--- src/design/ffha_ram.sv ---
`timescale 1ns / 1ps
`default_nettype none

module ffha_ram #(
    parameter int WIDTH = 8,
    parameter int DEPTH = 64
) (
    input  wire logic                     clk,
    input  wire logic                     we,
    input  wire logic [$clog2(DEPTH)-1:0] waddr,
    input  wire logic [WIDTH-1:0]         wdata,
    input  wire logic [$clog2(DEPTH)-1:0] raddr,
    output logic      [WIDTH-1:0]         rdata
);

    logic [WIDTH-1:0] mem [DEPTH];

    // one write port, registered read port
    always_ff @(posedge clk)
    begin
        if (we)
        begin
            mem[waddr] <= wdata;
        end
        rdata <= mem[raddr];
    end

endmodule

`default_nettype wire

--- config.mk ---
export PLATFORM = sky130hd
export DESIGN_NAME = ffha_ram
export DESIGN_NICKNAME = d
export VERILOG_FILES = /design/src/design/ffha_ram.sv
export SDC_FILE = /design/constraint.sdc
export NUM_CORES = 1
export LEC_CHECK = 0
export ABC_CLOCK_PERIOD_IN_PS = 4900
export CORE_MARGIN = 5
export CORE_UTILIZATION = 60
export DETAILED_ROUTE_END_ITERATION = 6
export DONT_BUFFER_PORTS = 1
export PLACE_DENSITY = 0.76
export SLEW_MARGIN = 30
export SYNTH_ARGS = -nofsm -noshare
export SYNTH_HDL_FRONTEND = slang
export SYNTH_SLANG_ARGS = --single-unit
export TNS_END_PERCENT = 10
--- constraint.sdc ---
create_clock -name clk -period 4.9 [get_ports clk]
set_input_delay 0.245 -clock clk [delete_from_list [all_inputs] [get_ports clk]]
set_output_delay 0.245 -clock clk [all_outputs]
set_load 0.03 [all_outputs]
==> results of run 1 <==
critical path: cells and delay by family, from the launching register on:
family	cells	cell delay, ps
muxes	2	1040
buffers and inverters	1	590
DFF	1	360
AOI/OAI and AO/OA	2	330
registers in the layout (all words and copies together) (netlist names):
signal and flops:
rdata 8, mem 512
stage by stage:
stage	instance area (µm²)	instances	utilization [%]
after floorplan	20200	940	-
after global placement	20400	1339	61.2
after detailed placement	20400	1339	61.2
after CTS	22300	1446	66.8
after global routing	22300	1447	66.8
final	22300	1447	66.8
cell usage in the layout, fill, tap and decap left out, types with 9 or more instances in the layout:
| cell type | netlist | routed |
|---|---|---|
| edfxtp_1 | 512 | 512 |
| nand3_1 | 13 | 13 |
| clkbuf_1 | 17 | 15 |
| clkbuf_16 | 0 | 51 |
| mux4_2 | 126 | 126 |
| mux2_2 | 13 | 13 |
| nor2b_1 | 14 | 14 |
| mux2i_1 | 23 | 23 |
| nand2_1 | 19 | 19 |
| nor2_1 | 83 | 81 |
| clkinv_2 | 0 | 9 |
cell families after synthesis:
group | Yosys count
simple gates | 153
compound gates | 54
mux | 162
flops | 520
buf+inv | 51
routing by layer:
metal | vias up | part of all wire [%] | GRT usage (%) | wire, µm
met5 | - | 0 | 0 | 0
met4 | 0 | 2.3 | 5.56 | 969
met2 | 467 | 49 | 35.5 | 20400
li1 | 3960 | - | - | -
met1 | 4934 | 40 | 34.1 | 16900
met3 | 79 | 8.5 | 4.51 | 3560
how the worst max path moves through the flow:
stage | start | endpoint | depth (start not counted)
after floorplan | raddr[1] | rdata[3] | 7
after global placement | mem[29][6] | rdata[6] | 5
after detailed placement | waddr[2] | mem[57][6] | 3
after CTS | mem[38][5] | rdata[5] | 5
after global routing | mem[34][5] | rdata[5] | 5
final | mem[35][5] | rdata[5] | 5
power groups by stage:
stage / combinational (mW) / sequential, mW / clock, mW
final: 0.349 / 4.95 / 3.62
after detailed placement: 0.252 / 5.05 / 0
after floorplan: 0.262 / 5.04 / 0
after CTS: 0.349 / 4.95 / 3.66
after global routing: 0.369 / 4.95 / 3.88
after global placement: 0.248 / 5.05 / 0
cell type report:
cell class / instances / area share [%]
clock buffer: 74 / 6.47
clock inverter: 18 / 0.511
sequential: 520 / 69.7
multi-input combinational: 369 / 19.4
tap: 448 / 2.52
timing repair buffer: 18 / 1.41
what timing repair did:
action | 4_1_cts | 5_1_grt
hold buffers | 15 | 1
setup endpoints to repair | 0 | 0
endpoints found under the hold margin | 524 | 1
==> metrics.txt, run 1 <==
status completed; Synth area leader edfxtp_1; Post-synth top cells 512 x edfxtp_1, 126 x mux4_2, 83 x nor2_1, 23 x mux2i_1, 19 x nand2_1; Diodes inserted 0; mux share of post-synthesis cell area 15.9%; fraction of layout cells with a size suffix above 1 22.4%; CTS Sinks 520; Slowest Stage Delay on Critical Path 590 ps; CTS-repair resized insts 0; setup TNS 0 ps; Crit. End Element flip-flop; Clk pin slew, worst setup/hold paths 60 ps; gate count of the mapped netlist 940; Die Span X 193 µm; xor/xnor share of the synthesized area 0%; Hold Crit Class in2reg; critical path class reg2reg; syn nets 962; Pwr Total 8.92 mW; asr flop ratio synth 0%; Yosys cell types 40; Synth area leaders edfxtp_1 76%, mux4_2 14%, nor2_1 1.5%; Max Clk Rate 411 MHz; WL/cell 28.9 µm; ANT nets after route 0; worst-skew pair later-pin latency 560 ps; post-DP HPWL 23.2 mm; maximum fanout along the worst path 1; register area 15500 µm²; simple-gate share of the synthesized area 3.39%; CTS tree built; path depth of the worst reg2reg path 5; Leak 6.87 nW; clock power share 40.6%; final hold slack 26.1 ps; drt total wl 41.8 mm; number of global-route vias before repair 9706; area of the multi-input gates 4320 µm²; row count 67; worst reg2reg setup slack 2470 ps; clock skew 14.2 ps; P_sw 1.75 mW; initial antenna violation count 0; Worst Path Required 5340 ps; RD Place Congestion 0.779; PortBufs 0; Overall Global Routing Usage 22.7%; DRC viols 0; synthesized cell area 20200 µm²; Core Region 33400 µm²; max-slew violation count 0; RSZ-0062 raised after global routing no; relative slew slack 36.2%; Total Nets Final 980; largest family of logic cells by synthesized area multiplexers; Arr. time, crit path 2870 ps; Peak supply drop 0.303 mV; fin crit period 2430 ps; H-tree levels 2; slowest stage cell, crit path dlygate4sd3_1; Initial Utilization 60.4%; largest net degree at the start of global routing 138; Longest Clk Path Bufs 3; final hold vios 0; IO Pins 30; worst setup margin 2470 ps; Hold Path Stages 2; most frequent cell after synthesis edfxtp_1; Synth Area in Compound Gates 2.07%; Final setup viols 0; Seq/Total Area, Yosys 77.0%; post-synth top area share 76.2%; r2r startpoint mem[35][5]; ys flop type edfxtp_1; Comb power frac 3.9%; maxcap violations 0; Pint 7.17 mW; first-pass GRT wire length 63.9 mm; TritonRoute pass-1 iters 7; Syn-to-layout area delta 10.5%; DR vias/cell 6.52; Iter 0 DRT Violations 1093; die area 37400 µm²; Power Density 400 nW/µm²; crit start category flip-flop; Reg-to-Reg End rdata[5]; DIE HEIGHT 193 µm; Filler Cell Count 2102; measured slew at the worst slew-check pin 954 ps; Sw Ratio 19.6%; Post-synth EDFFs 512; Worst Hold Path EP rdata[0]; CP cell instances mux4_2 > mux4_2 > o21ai_1 > o41ai_1 > dlygate4sd3_1; Seq cells post-synth 520; most used cell, CP mux4_2; postcts setup bufs 0; DR vias 9440; total grt overflow 0; CTS root buf clkbuf_16; Ys Warns 0; area share of fa/ha/maj cells after synthesis 0%; Final Cycle Share 49.6%; Synth Area per Inst 21.5 µm²; min-delay src raddr[4]; CTS Buf Count 49; sequential share of power 55.5%; worst slack at placement 2760 ps
(Power assumes the default switching activity.)
==> run 2, diff against run 1 <==
Settings changed: ABC_CLOCK_PERIOD_IN_PS 4900 to 2020, CORE_UTILIZATION 60 to 57, PLACE_DENSITY 0.76 to 0.75.
Clock period 4.9 ns to 2.02 ns, I/O delays scaled along.
==> metrics.txt, run 2 (same netlist as run 1, synthesis figures left out) <==
Iter 0 DRT Violations 1130; DIE HEIGHT 198 µm; CTS tree built; Arr. time, crit path 2430 ps; clock skew 17.7 ps; largest net degree at the start of global routing 138; Worst Path Required 2450 ps; drt total wl 44.3 mm; Buf+Inv Stages, Crit Path 0; top flop regs mem x512, rdata x8; crit start category flip-flop; Power Density 934 nW/µm²; Top delay family on crit path multiplexers; die area 39200 µm²; Total Nets Final 1070; maximum fanout along the worst path 1; CTS root buf clkbuf_16; initial antenna violation count 0; Die Span X 198 µm; post-DP HPWL 24.1 mm; Overall Global Routing Usage 23.3%; TritonRoute pass-1 iters 5; max FFs per register 512; slowest stage cell, crit path mux4_2; Filler Cell Count 2220; min-delay src we; RSZ-0062 raised after global routing no; Core Region 34700 µm²; Pwr Total 21.4 mW; fraction of layout cells with a size suffix above 1 26.8%; maxcap violations 0; largest reg by FF count mem; worst-skew pair later-pin latency 590 ps; setup TNS 0 ps; PortBufs 0; CTS Sinks 520; r2r startpoint mem[24][4]; status completed; number of global-route vias before repair 10100; final hold slack 30.1 ps; path depth of the worst reg2reg path 5; Post-DP Area 21000 µm²; DR vias/cell 6.40; ANT nets after route 0; register area 15500 µm²; Hold Path Stages 2; Slowest Stage Delay on Critical Path 450 ps; DR vias 9869; Hold Crit Class in2reg; Clk pin slew, worst setup/hold paths 60 ps; DRC viols 0; CTS Buf Count 51; Diodes inserted 0; Initial Utilization 58.1%; row count 68; most common cell after layout, fill and taps aside edfxtp_1; fin util 66.1%; measured slew at the worst slew-check pin 862 ps; fin crit period 2000 ps; WL/cell 28.7 µm; Reg-to-Reg End rdata[4]; postcts setup bufs 0; Worst Hold Path EP mem[7][0]; Final Cycle Share 98.8%; critical path class reg2reg; RD Place Congestion 0.824; max-slew violation count 0; Syn-to-layout area delta 13.8%; total grt overflow 0; relative slew slack 42.3%; area of the multi-input gates 4330 µm²; Leak 7.28 nW; worst reg2reg setup slack 20 ps; Max Clk Rate 501 MHz; fin area 22900 µm²; Longest Clk Path Bufs 3; first-pass GRT wire length 66.4 mm; most frequent cells in the layout 512 x edfxtp_1, 126 x mux4_2, 83 x nor2_1; Final setup viols 0; H-tree levels 2; Peak supply drop 0.734 mV; Crit. End Element flip-flop; IO Pins 30; final hold vios 0; CP cell instances mux4_2 > mux2_2 > o221a_2 > nor3_1 > o32ai_1
run 2: changes by cell type in the layout (fill, tap and decap cells not counted), sizes merged:
cell / delta
bufinv: -1
dlygate4sd3: +13
inv: +2
clkinv: +4
clkbuf: -6
buf: +75
run 2: worst max path at each step:
stage,startpoint,end,cells past startpoint
floorplan,raddr[1],rdata[3],7
global placement,mem[29][6],rdata[6],5
detailed placement,mem[17][6],rdata[6],5
CTS,mem[21][6],rdata[6],5
global route,mem[24][6],rdata[6],5
finish,mem[24][4],rdata[4],5
run 2: cell type report:
class | instances | area share [%]
Clock inverter | 23 | 0.660
Multi-Input combinational cell | 369 | 18.9
Timing Repair Buffer | 106 | 4.44
Tap cell | 455 | 2.48
Clock buffer | 68 | 5.84
Sequential cell | 520 | 67.7
run 2: power breakdown:
part	leakage [nW]	switching [mW]	internal, mW
combinational	1.89	0.485	0.438
clock	0.720	3.80	4.68
sequential	4.67	0.0868	11.9
run 2: repair_timing:
item	in CTS	in global routing
endpoints found under the setup margin	2	2
endpoints found under the hold margin	586	1
gates resized for setup	2	2
gates cloned	0	0
hold buffers	30	1
run 2: routing by layer:
metal  up-vias  wire length (µm)  GRT usage (%)  part of all wire (%)
met1      5118             16600           32.6                    37
li1       4142                 -              -                     -
met2       525             21700           36.6                    49
met3        84              4800           6.72                    11
met5         -                 0              0                     0
met4         0              1240           6.78                   2.8
run 2: worst register-to-register path: stages, from the launching register on:
cell and delay (ps):
edfxtp_1 370, mux4_2 450, mux2_2 290, o221a_2 300, nor3_1 320, o32ai_1 140
run 2: stage by stage:
| stage | setup slack [ps] | std cells |
|---|---|---|
| final | 24.6 | 1541 |
| after global routing | 6.02 | 1541 |
| after CTS | 10.2 | 1540 |
| after detailed placement | -58.7 | 1419 |
| after global placement | -43.2 | 1419 |
| after floorplan | 251 | 940 |
